===== src/design/lzss_split_flag_decompress_top_defines.svh =====
// Assertion macros used by the decompressor's sequencer (lzss_ctrl).
`ifndef LZSS_SPLIT_FLAG_DECOMPRESS_TOP_DEFINES_SVH
`define LZSS_SPLIT_FLAG_DECOMPRESS_TOP_DEFINES_SVH

// Same-cycle implication, disabled during reset.
`define LZSS_ASSERT_IMPL(label, clk, rst, ante, cons) \
   label: assert property (@(posedge clk) disable iff (rst) (ante) |-> (cons)) \
      else $error("lzss same-cycle check failed");

// Next-cycle implication, disabled during reset.
`define LZSS_ASSERT_NEXT(label, clk, rst, ante, cons) \
   label: assert property (@(posedge clk) disable iff (rst) (ante) |=> (cons)) \
      else $error("lzss next-cycle check failed");

`endif


===== src/design/lzss_pkg.sv =====
// Shared constants and types of the LZSS split-flag decompressor.
package lzss_pkg;

   // History ring size and the widths that follow from it.
   localparam int WINDOW_SIZE = 4096;
   localparam int HIST_AW     = $clog2(WINDOW_SIZE);

   // Token layout and stream counter widths.
   localparam int LEN_W       = 24;
   localparam int DIST_W      = 12;
   localparam int MLEN_W      = 4;
   localparam int MLEN_LSB    = 12;
   localparam int MIN_MATCH   = 3;
   localparam int REM_W       = 5;

   // Sequencer states, one-hot.
   typedef enum logic [3:0] {
      ST_IDLE = 4'b0001,
      ST_READ = 4'b0010,
      ST_EMIT = 4'b0100,
      ST_ERR  = 4'b1000
   } state_type;

   // Access request from the sequencer to the history memory.
   typedef struct packed {
      logic               we;
      logic [HIST_AW-1:0] waddr;
      logic [7:0]         wdata;
      logic               re;
      logic [HIST_AW-1:0] raddr;
   } ram_req_type;

endpackage


===== src/design/lzss_if.sv =====
// Valid/ready channel interfaces for tokens, output bytes and the length register.

interface lzss_req_if
   import lzss_pkg::*;
();
   logic        valid;
   logic        ready;
   logic        first;
   logic        backref;
   logic [15:0] token_word;

   modport source (output valid, first, backref, token_word, input ready);
   modport sink   (input valid, first, backref, token_word, output ready);
endinterface

interface lzss_rsp_if
   import lzss_pkg::*;
();
   logic       valid;
   logic       ready;
   logic [7:0] data_byte;
   logic       last;
   logic       error;

   modport source (output valid, data_byte, last, error, input ready);
   modport sink   (input valid, data_byte, last, error, output ready);
endinterface



===== src/design/lzss_ctrl.sv =====
// Token sequencer: stream counters, match copy loop and the output register.
`include "lzss_split_flag_decompress_top_defines.svh"

module lzss_ctrl
   import lzss_pkg::*;
(
   input  logic             clock,
   input  logic             reset,
   lzss_req_if.sink         req_ch,
   lzss_rsp_if.source       rsp_ch,
   input  logic [LEN_W-1:0] out_length,
   input  logic [7:0]       rd_data,
   output ram_req_type      ram_req
);

   state_type          state_ff, state_in;
   logic [HIST_AW-1:0] wp_ff, wp_in;
   logic [LEN_W-1:0]   pc_ff, pc_in;
   logic               fin_ff, fin_in;
   logic               lit_mode_ff, lit_mode_in;
   logic [7:0]         lit_ff, lit_in;
   logic [DIST_W-1:0]  dist_m1_ff, dist_m1_in;
   logic [REM_W-1:0]   remain_ff, remain_in;
   logic               rsp_valid_ff, rsp_valid_in;
   logic [7:0]         rsp_byte_ff, rsp_byte_in;
   logic               rsp_last_ff, rsp_last_in;
   logic               rsp_err_ff, rsp_err_in;

   logic               out_free;
   logic               accept;
   logic [HIST_AW-1:0] wp_eff;
   logic [LEN_W-1:0]   pc_eff;
   logic               fin_eff;
   logic               dist_bad;
   logic [LEN_W-1:0]   pc_inc;
   logic               is_last;
   logic [7:0]         emit_byte;

   // Handshake and the counter values as seen by the incoming token.
   assign out_free     = !rsp_valid_ff || rsp_ch.ready;
   assign req_ch.ready = (state_ff == ST_IDLE);
   assign accept       = req_ch.valid && req_ch.ready;
   assign wp_eff       = req_ch.first ? '0 : wp_ff;
   assign pc_eff       = req_ch.first ? '0 : pc_ff;
   assign fin_eff      = req_ch.first ? 1'b0 : fin_ff;

   // A distance of d+1 is out of reach when d is at least the byte count.
   assign dist_bad  = (LEN_W'(req_ch.token_word[DIST_W-1:0]) >= pc_eff);
   assign pc_inc    = pc_ff + LEN_W'(1);
   assign is_last   = (pc_inc >= out_length);
   assign emit_byte = lit_mode_ff ? lit_ff : rd_data;

   // Next-state logic of the sequencer.
   always_comb begin
      state_in     = state_ff;
      wp_in        = wp_ff;
      pc_in        = pc_ff;
      fin_in       = fin_ff;
      lit_mode_in  = lit_mode_ff;
      lit_in       = lit_ff;
      dist_m1_in   = dist_m1_ff;
      remain_in    = remain_ff;
      rsp_valid_in = rsp_valid_ff && !rsp_ch.ready;
      rsp_byte_in  = rsp_byte_ff;
      rsp_last_in  = rsp_last_ff;
      rsp_err_in   = rsp_err_ff;
      ram_req      = '0;
      ram_req.waddr = wp_ff;
      ram_req.wdata = emit_byte;
      ram_req.raddr = wp_ff - HIST_AW'(dist_m1_ff) - HIST_AW'(1);

      case (state_ff)
         ST_IDLE: begin
            if (accept) begin
               wp_in  = wp_eff;
               pc_in  = pc_eff;
               fin_in = fin_eff;
               if (!fin_eff) begin
                  if (pc_eff >= out_length) begin
                     fin_in = 1'b1;
                  end else if (!req_ch.backref) begin
                     lit_mode_in = 1'b1;
                     lit_in      = req_ch.token_word[7:0];
                     state_in    = ST_EMIT;
                  end else if (dist_bad) begin
                     fin_in   = 1'b1;
                     state_in = ST_ERR;
                  end else begin
                     lit_mode_in = 1'b0;
                     dist_m1_in  = req_ch.token_word[DIST_W-1:0];
                     remain_in   = REM_W'(req_ch.token_word[MLEN_LSB +: MLEN_W])
                                   + REM_W'(MIN_MATCH);
                     state_in    = ST_READ;
                  end
               end
            end
         end
         ST_READ: begin
            // Fetch the source byte; it is written back in ST_EMIT, once the output register is free.
            ram_req.re = 1'b1;
            state_in   = ST_EMIT;
         end
         ST_EMIT: begin
            if (out_free) begin
               ram_req.we   = 1'b1;
               wp_in        = wp_ff + HIST_AW'(1);
               pc_in        = pc_inc;
               rsp_valid_in = 1'b1;
               rsp_byte_in  = emit_byte;
               rsp_last_in  = is_last;
               rsp_err_in   = 1'b0;
               if (is_last) begin
                  fin_in = 1'b1;
               end
               if (lit_mode_ff || is_last || (remain_ff == REM_W'(1))) begin
                  state_in = ST_IDLE;
               end else begin
                  remain_in = remain_ff - REM_W'(1);
                  state_in  = ST_READ;
               end
            end
         end
         ST_ERR: begin
            if (out_free) begin
               rsp_valid_in = 1'b1;
               rsp_byte_in  = 8'h00;
               rsp_last_in  = 1'b1;
               rsp_err_in   = 1'b1;
               state_in     = ST_IDLE;
            end
         end
         default: begin
            state_in = ST_IDLE;
         end
      endcase
   end

   // Control registers.
   always_ff @(posedge clock) begin
      if (reset) begin
         state_ff     <= ST_IDLE;
         wp_ff        <= '0;
         pc_ff        <= '0;
         fin_ff       <= 1'b0;
         rsp_valid_ff <= 1'b0;
      end else begin
         state_ff     <= state_in;
         wp_ff        <= wp_in;
         pc_ff        <= pc_in;
         fin_ff       <= fin_in;
         rsp_valid_ff <= rsp_valid_in;
      end
   end

   // Token and output payload registers.
   always_ff @(posedge clock) begin
      lit_mode_ff <= lit_mode_in;
      lit_ff      <= lit_in;
      dist_m1_ff  <= dist_m1_in;
      remain_ff   <= remain_in;
      rsp_byte_ff <= rsp_byte_in;
      rsp_last_ff <= rsp_last_in;
      rsp_err_ff  <= rsp_err_in;
   end

   assign rsp_ch.valid     = rsp_valid_ff;
   assign rsp_ch.data_byte = rsp_byte_ff;
   assign rsp_ch.last      = rsp_last_ff;
   assign rsp_ch.error     = rsp_err_ff;

   // A byte is written only when it is also handed to the output register.
   `LZSS_ASSERT_IMPL(a_we_emit, clock, reset, ram_req.we, (state_ff == ST_EMIT) && out_free)
   // Reads and writes to the history never share a cycle.
   `LZSS_ASSERT_IMPL(a_rw_excl, clock, reset, ram_req.we, !ram_req.re)
   // Every fetch is followed by the cycle that consumes it.
   `LZSS_ASSERT_NEXT(a_read_emit, clock, reset, state_ff == ST_READ, state_ff == ST_EMIT)
   // A copy in progress always has bytes left to produce.
   `LZSS_ASSERT_IMPL(a_remain, clock, reset, state_ff == ST_READ, remain_ff != '0)

endmodule


===== src/flat_wrapper.sv =====
// flat-port wrapper written by rule: the top's interface ports become plain ports
module lzss_ctrl_flat import lzss_pkg::*;
  (clock, reset, out_length, rd_data, ram_req, req_ch_valid, req_ch_first, req_ch_backref, req_ch_token_word, req_ch_ready, rsp_ch_valid, rsp_ch_data_byte, rsp_ch_last, rsp_ch_error, rsp_ch_ready);
  lzss_req_if req_ch_i ();
  lzss_rsp_if rsp_ch_i ();
  input  logic clock;
  input  logic reset;
  input  logic [LEN_W-1:0] out_length;
  input  logic [7:0] rd_data;
  output ram_req_type ram_req;
  input wire logic [$bits(req_ch_i.valid)-1:0] req_ch_valid;
  input wire logic [$bits(req_ch_i.first)-1:0] req_ch_first;
  input wire logic [$bits(req_ch_i.backref)-1:0] req_ch_backref;
  input wire logic [$bits(req_ch_i.token_word)-1:0] req_ch_token_word;
  output wire logic [$bits(req_ch_i.ready)-1:0] req_ch_ready;
  output wire logic [$bits(rsp_ch_i.valid)-1:0] rsp_ch_valid;
  output wire logic [$bits(rsp_ch_i.data_byte)-1:0] rsp_ch_data_byte;
  output wire logic [$bits(rsp_ch_i.last)-1:0] rsp_ch_last;
  output wire logic [$bits(rsp_ch_i.error)-1:0] rsp_ch_error;
  input wire logic [$bits(rsp_ch_i.ready)-1:0] rsp_ch_ready;
  assign req_ch_i.valid = req_ch_valid;
  assign req_ch_i.first = req_ch_first;
  assign req_ch_i.backref = req_ch_backref;
  assign req_ch_i.token_word = req_ch_token_word;
  assign req_ch_ready = req_ch_i.ready;
  assign rsp_ch_valid = rsp_ch_i.valid;
  assign rsp_ch_data_byte = rsp_ch_i.data_byte;
  assign rsp_ch_last = rsp_ch_i.last;
  assign rsp_ch_error = rsp_ch_i.error;
  assign rsp_ch_i.ready = rsp_ch_ready;
  lzss_ctrl u_core (.clock(clock), .reset(reset), .req_ch(req_ch_i), .rsp_ch(rsp_ch_i), .out_length(out_length), .rd_data(rd_data), .ram_req(ram_req));
endmodule

===== config.mk =====
export PLATFORM = sky130hd
export DESIGN_NAME = lzss_ctrl_flat
export DESIGN_NICKNAME = d
export VERILOG_FILES = /design/src/design/lzss_pkg.sv /design/src/design/lzss_if.sv /design/src/design/lzss_ctrl.sv /design/src/flat_wrapper.sv
export VERILOG_INCLUDE_DIRS = /design/src /design/src/design
export SDC_FILE = /design/constraint.sdc
export NUM_CORES = 1
export LEC_CHECK = 0
export BUFFER_PORTS_ARGS = -buffer_cell sky130_fd_sc_hd__buf_2
export CAP_MARGIN = 20
export CORE_AREA = 2 2 132 134
export DETAILED_ROUTE_END_ITERATION = 6
export DIE_AREA = 0 0 134 136
export PLACE_DENSITY = 0.54
export SYNTH_ARGS = -nofsm -noshare
export SYNTH_HDL_FRONTEND = slang
export SYNTH_SLANG_ARGS = --single-unit

===== constraint.sdc =====
create_clock -name clock -period 6.7 [get_ports clock]
set_clock_uncertainty 0.05 [all_clocks]
set_input_delay 1.34 -clock clock [delete_from_list [all_inputs] [get_ports clock]]
set_output_delay 1.34 -clock clock [all_outputs]
set_load 0.02 [all_outputs]

After elaboration in Yosys (flattened, before gate mapping)
Index checks and enable logic that the tools add are counted.
{"block": "op_classes", "addsub": 6, "magnitude_cmp": 3, "n_eq_ne": 16, "n_mux": 49, "n_bitwise": 4, "reduce_logical": 19}
{"op": "2-to-1 mux 24 bit", "n": 3}
{"op": "greater-or-equal comparator 24 bit", "n": 2}
{"op": "case mux 24 bit (2 select lines)", "n": 1}
{"op": "2-to-1 mux 12 bit", "n": 3}
{"op": "2-to-1 mux 5 bit", "n": 7}
{"op": "2-to-1 mux 4 bit", "n": 7}
{"op": "adder 24 x 1 -> 24 bit, second input constant", "n": 1}
{"op": "greater-or-equal comparator 12 x 24 -> 1 bit", "n": 1}
{"op": "2-to-1 mux 8 bit", "n": 3}
{"op": "case mux 12 bit (2 select lines)", "n": 1}
{"op": "2-to-1 mux 1 bit", "n": 17}
{"op": "inequality test 2 bit, second input constant", "n": 8}
{"op": "case mux 4 bit (4 select lines)", "n": 1}
{"op": "case mux 8 bit (2 select lines)", "n": 1}
{"op": "AND reduction 5 bit", "n": 3}
{"op": "adder 12 x 1 -> 12 bit, second input constant", "n": 1}
{"op": "subtractor 12 x 1 -> 12 bit, second input constant", "n": 1}
{"op": "subtractor 12 bit", "n": 1}
{"op": "case mux 5 bit (2 select lines)", "n": 1}
{"op": "AND reduction 4 bit", "n": 2}
{"op": "AND reduction 8 bit", "n": 1}
{"op": "inequality test 2 x 1 -> 1 bit, second input constant", "n": 3}
{"op": "case mux 1 bit (2 select lines)", "n": 3}
{"op": "AND reduction 3 bit", "n": 2}
{"op": "other kinds (15)", "n": 23}
{"block": "word_totals", "ff_bits": 78, "out_inout_bits": 46, "elab_cells": 109}

Longest topological paths before layout
Gate-level depths: netlist of run 1.
{"block": "depth", "word_depth": 8, "ltp_mapped": 14}

Least setup slack after synthesis of run 1
Ideal clock, no wire load.
{"block": "synth_timing", "kind": "input to register", "startpoint": "input port req_ch_first", "endpoint": "register u_core.lit_ff[0], enable pin", "t_arrival_ns": 3.647, "t_required_ns": 6.255, "slack_ns": 2.608, "stages": 10, "n_path_buf": 2, "cell_sequence": "clkbuf_1 > clkbuf_1 > nand2b_1 > inv_1 > ha_1 > o21a_1 > o21a_1 > o21ai_0 > a221oi_1 > nor4_1"}
{"block": "synth_between", "elab_chain_cells": 4, "word_cells_on_any_way": 6, "classes_between": "order compare (1); mux (2); bitwise (2); reduce/logical (1)"}
{"item": "start, declared", "line_no": "flat_wrapper.sv:12", "source": "input wire logic [$bits(req_ch_i.first)-1:0] req_ch_first;"}
{"item": "2-to-1 mux 24 bit", "line_no": "lzss_ctrl.sv:44", "source": "assign pc_eff = req_ch.first ? '0 : pc_ff;"}
{"item": "greater-or-equal comparator 24 bit", "line_no": "lzss_ctrl.sv:79", "source": "if (pc_eff >= out_length) begin"}
{"item": "NOT 1 bit (no line)"}
{"item": "AND reduction 5 bit (no line) *"}
{"item": "end signal, assigned", "line_no": "lzss_ctrl.sv:158", "source": "lit_ff <= lit_in;"}
{"item": "end, declared", "line_no": "lzss_ctrl.sv:21", "source": "logic [7:0] lit_ff, lit_in;"}
Mark *: on every way between the ends. The rest lies on a longest branch, timed or not.
A chain may end at the register's enable or synchronous reset.

==> results.toml, run 1 <==
[outcome]
status = "completed"

[route]
drt_iter0_drc = 296
viasPerCell = 5.05
first_pass_iters = 5
ant_nets = 0
drt_wl_total_um = 14900
avgRoutedWirePerCell_um = 15.2
num_vias = 4974
drc = 0

[pwr]
leakagePower_nw = 3.13
switching_share_pct = 30.3
p_comb_share_pct = 22.1
pwr-share-seq_pct = 42.2
p_int_mw = 0.927
ir_drop_mv = 0.110
pwr_density_cell_nw_per_um2 = 196
switching_power_mw = 0.402
p_clk_share_pct = 35.7
total_power_mw = 1.33

[synthesis]
synth_edf_count = 36
syn_area_um2 = 5790
ys_types = 57
avgSynthCellArea_um2 = 8.69
ys_seq_elements = 78
synth_top_area_cell = "edfxtp_1"
netlist_instances = 666
async_reset_ff_share_pct = 0
ys_seq_area_share_pct = 33.2
ys_warn_count = 0
yosys.area.top_type_share_pct = 18.7
syn_nets = 797
synth_top_flop_cell = "dfxtp_1"
synth.area.top_cells = "edfxtp_1, ha_1, dfxtp_1"

[placed_design]
dpl.cell_count = 968
portBuffers = 99
gp_congestion = 0.843
dp_hpwl_um = 12000
dp_slack_ns = 2.10

[layout]
final_cell_mix = "buf_2, ha_1, inv_1"
final_nets = 885
drive_gt1_share_pct = 16.9
insertedDiodeCount = 0
final_core_util_pct = 40.2
fin_cells = 984
syn_to_final_growth_pct = 17.2
fillers = 1743
final_common_cell = "buf_2"

[clock_network]
cts_tree = "built"
clock_sinks = 78
cts_max_path_buffers = 2
ctsResizeCount = 0
root_buffer = "clkbuf_16"
clk_pin_slew_ns = 0.06
htree_levels = 3
clk_latency_ns = 0.34
cts_buffers = 9
cts_hold_buf = 0
post-cts-setup-buffer-count = 0

[floorplanning]
dieArea_um2 = 18200
io_pins = 100
die_w_um = 134
die_h_um = 136
start_util_pct = 34.3
fp.coreArea_um2 = 16900
fp-row-count = 48

[sta]
finalSetupViolCount = 0
layout_setup_ws_ns = 2.10
rsz0062_at_grt = "false"
max-slew-margin-rel_pct = 31.0
fin_crit_sh_pct = 68.6
finalMaxSlewViolations = 0
final_hold_viol_count = 0
max_freq_mhz = 217
worst_slew_pin_slew_ns = 1.03
finalCriticalPeriod_ns = 4.60
finalSetupTns_ns = 0

[critical_path]
critPathRequiredTime_ns = 5.31
cp_max_fo = 5
crit_type = "reg -> out"
worst_ep_arrival_time_ns = 3.21
end_kind = "output port"
cp-start-kind = "flip-flop"

[global_route]
gr-total-overflow = 0
first_global_vias = 4858
grt_pass1_wl_um = 23900
grt_usage_pct = 16.6
grt_antenna_before_repair = 0
grt_max_degree = 33

[flow_run]
maxCapViolCount = 0

[hold_path]
hold_class = "reg -> reg"
## final timing paths
kind,from,depth (start not counted),to,slack (ns)
min reg2reg,u_core.pc_ff[20]$_SDFFE_PP0P_,2,u_core.pc_ff[20]$_SDFFE_PP0P_,0.45
max reg2reg,u_core.pc_ff[11]$_SDFFE_PP0P_,13,u_core.remain_ff[4]$_DFFE_PP_,2.76
min,u_core.pc_ff[20]$_SDFFE_PP0P_,2,u_core.pc_ff[20]$_SDFFE_PP0P_,0.45
max,u_core.wp_ff[0]$_SDFFE_PP0P_,10,ram_req[10],2.10
## synthesized netlist by cell type, types with 6 or more instances
cell	count
nor3_1	12
nand2_1	39
inv_1	68
edfxtp_1	36
a211oi_1	6
xnor2_1	29
nand3_1	17
a22oi_1	11
ha_1	76
o21ai_0	25
mux2i_1	8
a21o_1	7
dfxtp_1	42
nand4_1	16
xor2_1	19
nor2b_1	19
nor3b_1	6
nand2b_1	17
nor4_1	7
a21oi_1	46
and3_1	8
nor2_1	65
clkbuf_1	19
## metrics by stage
| stage | hold WS [ns] | area (um^2) |
|---|---|---|
| finish | 0.452 | 6790 |
| detailed placement | 0.441 | 6500 |
| global route | 0.487 | 6790 |
| floorplan | 0.404 | 5790 |
| global placement | 0.426 | 6500 |
| CTS | 0.454 | 6790 |
## sequential cells by signal, indices dropped and copies added (netlist names)
name	flops
u_core.rsp_ch.error	1
u_core.state_ff	4
u_core.remain_ff	5
u_core.pc_ff	24
u_core.rsp_ch.valid	1
u_core.dist_m1_ff	12
u_core.wp_ff	12
u_core.lit_ff	8
u_core.rsp_ch.data_byte	8
u_core.fin_ff	1
u_core.rsp_ch.last	1
u_core.lit_mode_ff	1
## cell type report
class | instances | area (um^2) | area share [%]
clock buffer | 11 | 233 | 3.43
clock inverter | 5 | 51.3 | 0.756
inverter | 69 | 264 | 3.89
multi-input combinational | 495 | 3530 | 51.9
sequential | 78 | 1920 | 28.3
tap | 225 | 282 | 4.15
timing repair buffer | 101 | 510 | 7.52
## per-layer routing
metal / up-vias / part of all wire (%) / wire [um] / track usage (%)
met5: - / 0 / 0 / 0
met4: 0 / 2.4 / 356 / 5.61
met3: 23 / 4.2 / 624 / 2.57
met2: 131 / 45 / 6790 / 27.8
met1: 2292 / 48 / 7170 / 21.8
li1: 2528 / - / - / -
## worst max-delay path, stage by stage (launching register included)
cell	delay (ns)
dfxtp_1	0.37
ha_1	0.25
fa_1	0.41
a21o_1	0.20
a21oi_1	0.21
o21bai_1	0.11
a2111oi_0	0.62
o31ai_1	0.19
a21oi_1	0.21
xnor2_1	0.13
buf_2	0.18
## cells by family (layout without fill, tap and decap cells)
logic type,after synthesis,in the layout,share of synthesized area (%)
simple gates,234,234,21.2
compound gates,126,126,13.7
buf+inv,93,186,6.18
flops,78,78,33.2
fa+ha+maj,77,77,16.8
xor+xnor,48,48,7.26
mux,10,10,1.77
## power by group through the flow
stage                     clock (mW)  combinational, mW  sequential (mW)
final                          0.475              0.294            0.561
after global routing           0.506              0.325            0.565
after CTS                      0.484              0.296            0.561
after detailed placement           0              0.294            0.571
after global placement             0              0.293            0.570
after floorplan                    0              0.198            0.570
Power figures use the tool's default switching activity.
==> run 2, diff against run 1 <==
- PLACE_DENSITY: 0.54 -> 0.56
- clock period: 6.7 -> 4.13 ns (I/O delays scaled with it)
==> run 2 against run 1 <==
Routed wire length fell by 1.9%. Count of clock-buffer cells in the layout fell by 2. Clock power up 65%. Critical path type unchanged. Cell count up 1.3%.
==> results.toml, run 2 (synthesized netlist as in run 1, its figures left out) <==
[pwr]
pwr_density_cell_nw_per_um2 = 316
ir_drop_mv = 0.199
leakagePower_nw = 3.24
switching_power_mw = 0.719
p_int_mw = 1.47
p_clk_share_pct = 35.7
total_power_mw = 2.19
p_comb_share_pct = 22.7
switching_share_pct = 32.8
pwr-share-seq_pct = 41.5

[critical_path]
end_kind = "output port"
path_cells = "ha_1, fa_1, a21o_1, a21oi_1, o21bai_1, a2111oi_1, o31ai_1, a21oi_1, xnor2_1, buf_2"
cp-start-kind = "flip-flop"
critPathMaxStageDelay_ns = 0.55
r2r_slack_ns = 0.30
r2r_start = "u_core.pc_ff[2]$_SDFFE_PP0P_"
crit_slowest_cell = "a2111oi_1"
critPathRequiredTime_ns = 3.25
r2r-end = "u_core.remain_ff[2]$_DFFE_PP_"
crit_type = "reg -> out"
crit_top_cell = "a21oi_1"
r2r_cells = 13
cp_max_fo = 5
worst_ep_arrival_time_ns = 3.08

[sta]
final_hold_viol_count = 0
max_freq_mhz = 253
finalCriticalPeriod_ns = 3.95
layout_setup_ws_ns = 0.177
finalMaxSlewViolations = 0
rsz0062_at_grt = "false"
worst_slew_pin_slew_ns = 1.04
fin_crit_sh_pct = 95.7
max-slew-margin-rel_pct = 30.7
finalSetupViolCount = 0

[clock_network]
cts_hold_buf = 0
clk_pin_slew_ns = 0.07
cts_max_path_buffers = 2
cts_buffers = 9
root_buffer = "clkbuf_16"
htree_levels = 3
cts_tree = "built"
clk_latency_ns = 0.35
clock_sinks = 78

[route]
drt_wl_total_um = 14700
num_vias = 4923
drc = 0
avgRoutedWirePerCell_um = 14.7
drt_iter0_drc = 235
first_pass_iters = 4
viasPerCell = 4.94
ant_nets = 0

[placed_design]
dp_slack_ns = -0.180
dp_hpwl_um = 11700
portBuffers = 99
dpl.cell_count = 980
gp_congestion = 0.828

[global_route]
grt_usage_pct = 16.5
grt_antenna_before_repair = 0
grt_pass1_wl_um = 23900
grt_max_degree = 33
first_global_vias = 4682
gr-total-overflow = 0

[layout]
final_common_cell = "buf_2"
final_cell_mix = "buf_2, ha_1, inv_1"
final_core_util_pct = 41.1
insertedDiodeCount = 0
top_regs = "u_core.pc_ff: 24 flops, u_core.dist_m1_ff: 12 flops, u_core.wp_ff: 12 flops"
fin_cells = 997
top_register = "u_core.pc_ff"
fillers = 1719
final_nets = 898
largest_reg_flops = 24
syn_to_final_growth_pct = 19.9
drive_gt1_share_pct = 19.7

[floorplanning]
die_w_um = 134
fp.coreArea_um2 = 16900
dieArea_um2 = 18200
io_pins = 100
die_h_um = 136
fp-row-count = 48
start_util_pct = 34.3

[hold_path]
hp-start = "u_core.pc_ff[20]$_SDFFE_PP0P_"
hold_depth = 2
min_to = "u_core.pc_ff[20]$_SDFFE_PP0P_"
hold_class = "reg -> reg"

[outcome]
status = "completed"

[flow_run]
maxCapViolCount = 0
-- run 2: cell count changes in the layout (fill, tap and decap cells not counted), moves of 2 or more --
cell	change
clkbuf_1	-2
nor2_1	-2
dfxtp_1	-2
nor4_4	+2
buf_4	+13
nor2_2	+2
clkinv_2	-2
inv_6	+4
nor4_1	-2
dfxtp_2	+2
-- run 2: layout make-up --
class                   count  area, um^2  area share [%]
inverters                  69         264            3.80
clock buffers               9         225            3.24
flip-flops and latches     78        1920            27.7
repair buffers            114         608            8.76
well taps                 225         282            4.05
clock inverters             7        62.6           0.901
multi-input cells         495        3580            51.5
-- run 2: routing by layer --
layer / share of wire, % / vias up / routed length, um / track usage, %
met5: 0 / - / 0 / 0
met4: 1.5 / 0 / 225 / 5.32
met3: 4.3 / 15 / 633 / 2.13
met2: 45 / 105 / 6600 / 27.2
met1: 49 / 2244 / 7200 / 22.4
li1: - / 2559 / - / -
-- run 2: power groups by stage --
stage	clock network, mW	logic [mW]	registers (mW)
after floorplan	0	0.321	0.925
after global placement	0	0.499	0.928
after detailed placement	0	0.497	0.927
after CTS	0.801	0.500	0.910
after global routing	0.835	0.554	0.917
final	0.783	0.498	0.910
-- run 2: how the worst max path moves through the flow --
stage	startpoint	to	cells after the start
floorplan	req_ch_first	u_core.lit_ff[0]$_DFFE_PP_	10
global placement	u_core.pc_ff[11]$_SDFFE_PP0P_	u_core.remain_ff[4]$_DFFE_PP_	13
detailed placement	u_core.pc_ff[0]$_SDFFE_PP0P_	u_core.remain_ff[4]$_DFFE_PP_	14
CTS	u_core.wp_ff[0]$_SDFFE_PP0P_	ram_req[10]	10
global route	u_core.pc_ff[2]$_SDFFE_PP0P_	u_core.remain_ff[2]$_DFFE_PP_	13
finish	u_core.wp_ff[0]$_SDFFE_PP0P_	ram_req[10]	10
-- run 2: critical path: cells and delay by family (launching register included) --
family | cells | cell delay (ns)
AOI/OAI and AO/OA | 6 | 1.43
adders and majority gates | 2 | 0.65
DFF | 1 | 0.36
buffers and inverters | 1 | 0.18
xor gates and xnor gates | 1 | 0.13
-- run 2: metrics by stage --
| stage | TNS, ns | hold slack, ns | instance area [um^2] |
|---|---|---|---|
| floorplan | 0 | 0.404 | 5790 |
| global placement | -0.928 | 0.431 | 6600 |
| detailed placement | -0.903 | 0.439 | 6600 |
| CTS | 0 | 0.450 | 6890 |
| global route | 0 | 0.475 | 6940 |
| finish | 0 | 0.452 | 6940 |
-- run 2: repair_timing --
action / 4_1_cts / 5_1_grt
endpoints found under the hold margin: 0 / 0
resized for setup: 2 / 10
buffers inserted: 0 / 1
pin swaps: 0 / 2
endpoints found under the setup margin: 6 / 9
==> run 3, diff against run 2 <==
- ABC_AREA: default -> 1
- CAP_MARGIN: 20 -> default
- CORE_AREA: 2 2 132 134 -> 2 2 139 141
- DIE_AREA: 0 0 134 136 -> 0 0 141 143
- PLACE_DENSITY: 0.56 -> 0.55
==> run 3 against run 2 <==
Global-route usage increased by 1.6 points. Non-clock buffer count decreased by 10. Critical path depth grew 5. Synthesized cell count rose by 39%. Cell count increased by 27%. Design area rose by 7.9%. Routed wire length increased by 21%. Flip-flop and latch count unchanged.
==> results.toml, run 3 <==
[outcome]
status = "completed"

[synthesis]
ys_seq_elements = 78
avgSynthCellArea_um2 = 6.91
ys_seq_area_share_pct = 30.0
synth.area.top_cells = "edfxtp_1, ha_1, dfxtp_1"
synth_common_cells = "nand2_1, inv_1, nor2_1"
ys_types = 44
netlist_instances = 928
synth_edf_count = 36
synth_top_area_cell = "edfxtp_1"
syn_area_um2 = 6420
async_reset_ff_share_pct = 0
yosysMostFrequentCell = "nand2_1"
syn_nets = 1059
ys_warn_count = 0
synth_top_flop_cell = "dfxtp_1"
yosys.area.top_type_share_pct = 16.8

[clock_network]
cts_buffers = 9
cts_hold_buf = 0
ctsResizeCount = 0
clk_pin_slew_ns = 0.07
clk_latency_ns = 0.36
htree_levels = 3
root_buffer = "clkbuf_16"
post-cts-setup-buffer-count = 0
cts_max_path_buffers = 2
cts_tree = "built"
clock_sinks = 78

[route]
drc = 0
drt_wl_total_um = 17700
first_pass_iters = 5
num_vias = 6082
viasPerCell = 4.81
avgRoutedWirePerCell_um = 14.0
ant_nets = 0
drt_iter0_drc = 277

[hold_path]
hold_class = "reg -> reg"
hold_depth = 2

[layout]
syn_to_final_growth_pct = 16.8
drive_gt1_share_pct = 13.5
fin_cells = 1264
insertedDiodeCount = 0
final_cell_mix = "nand2_1, inv_1, nor2_1, buf_2, ha_1"
fin_area_um2 = 7490
final_common_cell = "nand2_1"
top_register = "u_core.pc_ff"
top_regs = "u_core.pc_ff: 24 flops, u_core.dist_m1_ff: 12 flops, u_core.wp_ff: 12 flops"
final_nets = 1156
largest_reg_flops = 24

[sta]
max_freq_mhz = 280
worst_slew_pin_slew_ns = 1.03
finalSetupTns_ns = 0
rsz0062_at_grt = "false"
final_hold_viol_count = 0
finalSetupViolCount = 0
max-slew-margin-rel_pct = 31.3
fin_crit_sh_pct = 86.3
finalMaxSlewViolations = 0
finalCriticalPeriod_ns = 3.57
layout_setup_ws_ns = 0.564

[critical_path]
cp_max_fo = 8
r2r_cells = 15
critPathRequiredTime_ns = 4.09
crit_type = "reg -> reg"
end_kind = "flip-flop"
r2r_slack_ns = 0.56
worst_ep_arrival_time_ns = 3.52
cp-start-kind = "flip-flop"

[pwr]
pwr_density_cell_nw_per_um2 = 498
ir_drop_mv = 0.271
p_int_mw = 2.09
leakagePower_nw = 3.83
switching_share_pct = 44.0
pwr-share-seq_pct = 30.8
switching_power_mw = 1.64
p_clk_share_pct = 24.2
total_power_mw = 3.73
p_comb_share_pct = 45.1

[floorplanning]
die_w_um = 141
start_util_pct = 34.5
die_h_um = 143
io_pins = 100
fp.coreArea_um2 = 18600
dieArea_um2 = 20200
fp-row-count = 50

[global_route]
gr-total-overflow = 0
first_global_vias = 5714
grt_max_degree = 29
grt_pass1_wl_um = 28400
grt_antenna_before_repair = 0
grt_usage_pct = 18.0

[placed_design]
placed_cell_area_um2 = 7160
gp_congestion = 0.894
portBuffers = 99
dpl.cell_count = 1248
dp_slack_ns = 0.573
dp_hpwl_um = 14000

[flow_run]
maxCapViolCount = 0
-- run 3: cell types whose count changed in the layout (fill, tap and decap cells not counted), moves of 17 or more --
cell	previous run	this run
nand2_1	39	210
nor2b_1	19	0
nand2b_1	17	0
xnor2_1	29	3
inv_1	68	179
nand3_1	17	43
nor2_1	63	99
a21oi_1	46	71
-- run 3: metal layers --
layer,vias up,part of all wire (%),global-route usage [%]
li1,3193,-,-
met1,2739,48,23.3
met2,131,46,31.4
met3,19,3.8,2.68
met4,0,1.6,5.32
met5,-,0,0
-- run 3: cell families after synthesis --
group                    count (synthesis)  synth area share, %
AO/OA/AOI/OAI                          142                 12.5
XOR/XNOR                                27                 3.69
adder cells (fa/ha/maj)                 77                 15.1
buffers and inverters                  201                 12.0
flip-flops                              78                 30.0
multiplexers                             1                0.156
AND/OR/NAND/NOR                        402                 26.6
-- run 3: final timing paths --
check / start / endpoint
worst min-delay path: u_core.state_ff[3]$_SDFFE_PP0P_ / u_core.state_ff[3]$_SDFFE_PP0P_
worst max-delay path: u_core.pc_ff[0]$_SDFFE_PP0P_ / u_core.remain_ff[2]$_DFFE_PP_
worst min register to register: u_core.state_ff[3]$_SDFFE_PP0P_ / u_core.state_ff[3]$_SDFFE_PP0P_
worst max register to register: u_core.pc_ff[0]$_SDFFE_PP0P_ / u_core.remain_ff[2]$_DFFE_PP_
-- run 3: power groups by stage --
| stage | combinational (mW) | sequential (mW) | clock, mW |
|---|---|---|---|
| finish | 1.68 | 1.15 | 0.901 |
| global route | 1.92 | 1.17 | 0.948 |
| CTS | 1.70 | 1.15 | 0.927 |
| detailed placement | 1.69 | 1.16 | 0 |
| global placement | 1.69 | 1.16 | 0 |
| floorplan | 1.25 | 1.15 | 0 |
-- run 3: final cells by class --
class / instances / area [um^2]
tap: 234 / 293
inverter: 183 / 687
clock buffer: 9 / 225
multi-input combinational: 649 / 3730
timing repair buffer: 104 / 533
sequential: 78 / 1920
fill: 2003 / 11100
clock inverter: 7 / 103
-- run 3: stage by stage --
stage	hold WS [ns]	utilization, %
finish	0.457	40.3
global route	0.485	40.3
CTS	0.459	40.3
detailed placement	0.447	38.6
global placement	0.447	38.6
floorplan	0.414	-
-- run 3: worst max-delay path: stages (launching register included) --
cell and delay, ns:
dfxtp_1 0.44, ha_1 0.22, nand2_1 0.08, nor2_2 0.31
nand3_1 0.24, nor3_1 0.36, xor2_1 0.18, inv_1 0.08
ha_1 0.28, nand2_1 0.08, nor2_1 0.07, a21oi_1 0.20
nand4_1 0.11, nand2_1 0.10, nand2_1 0.07, nor2_1 0.34
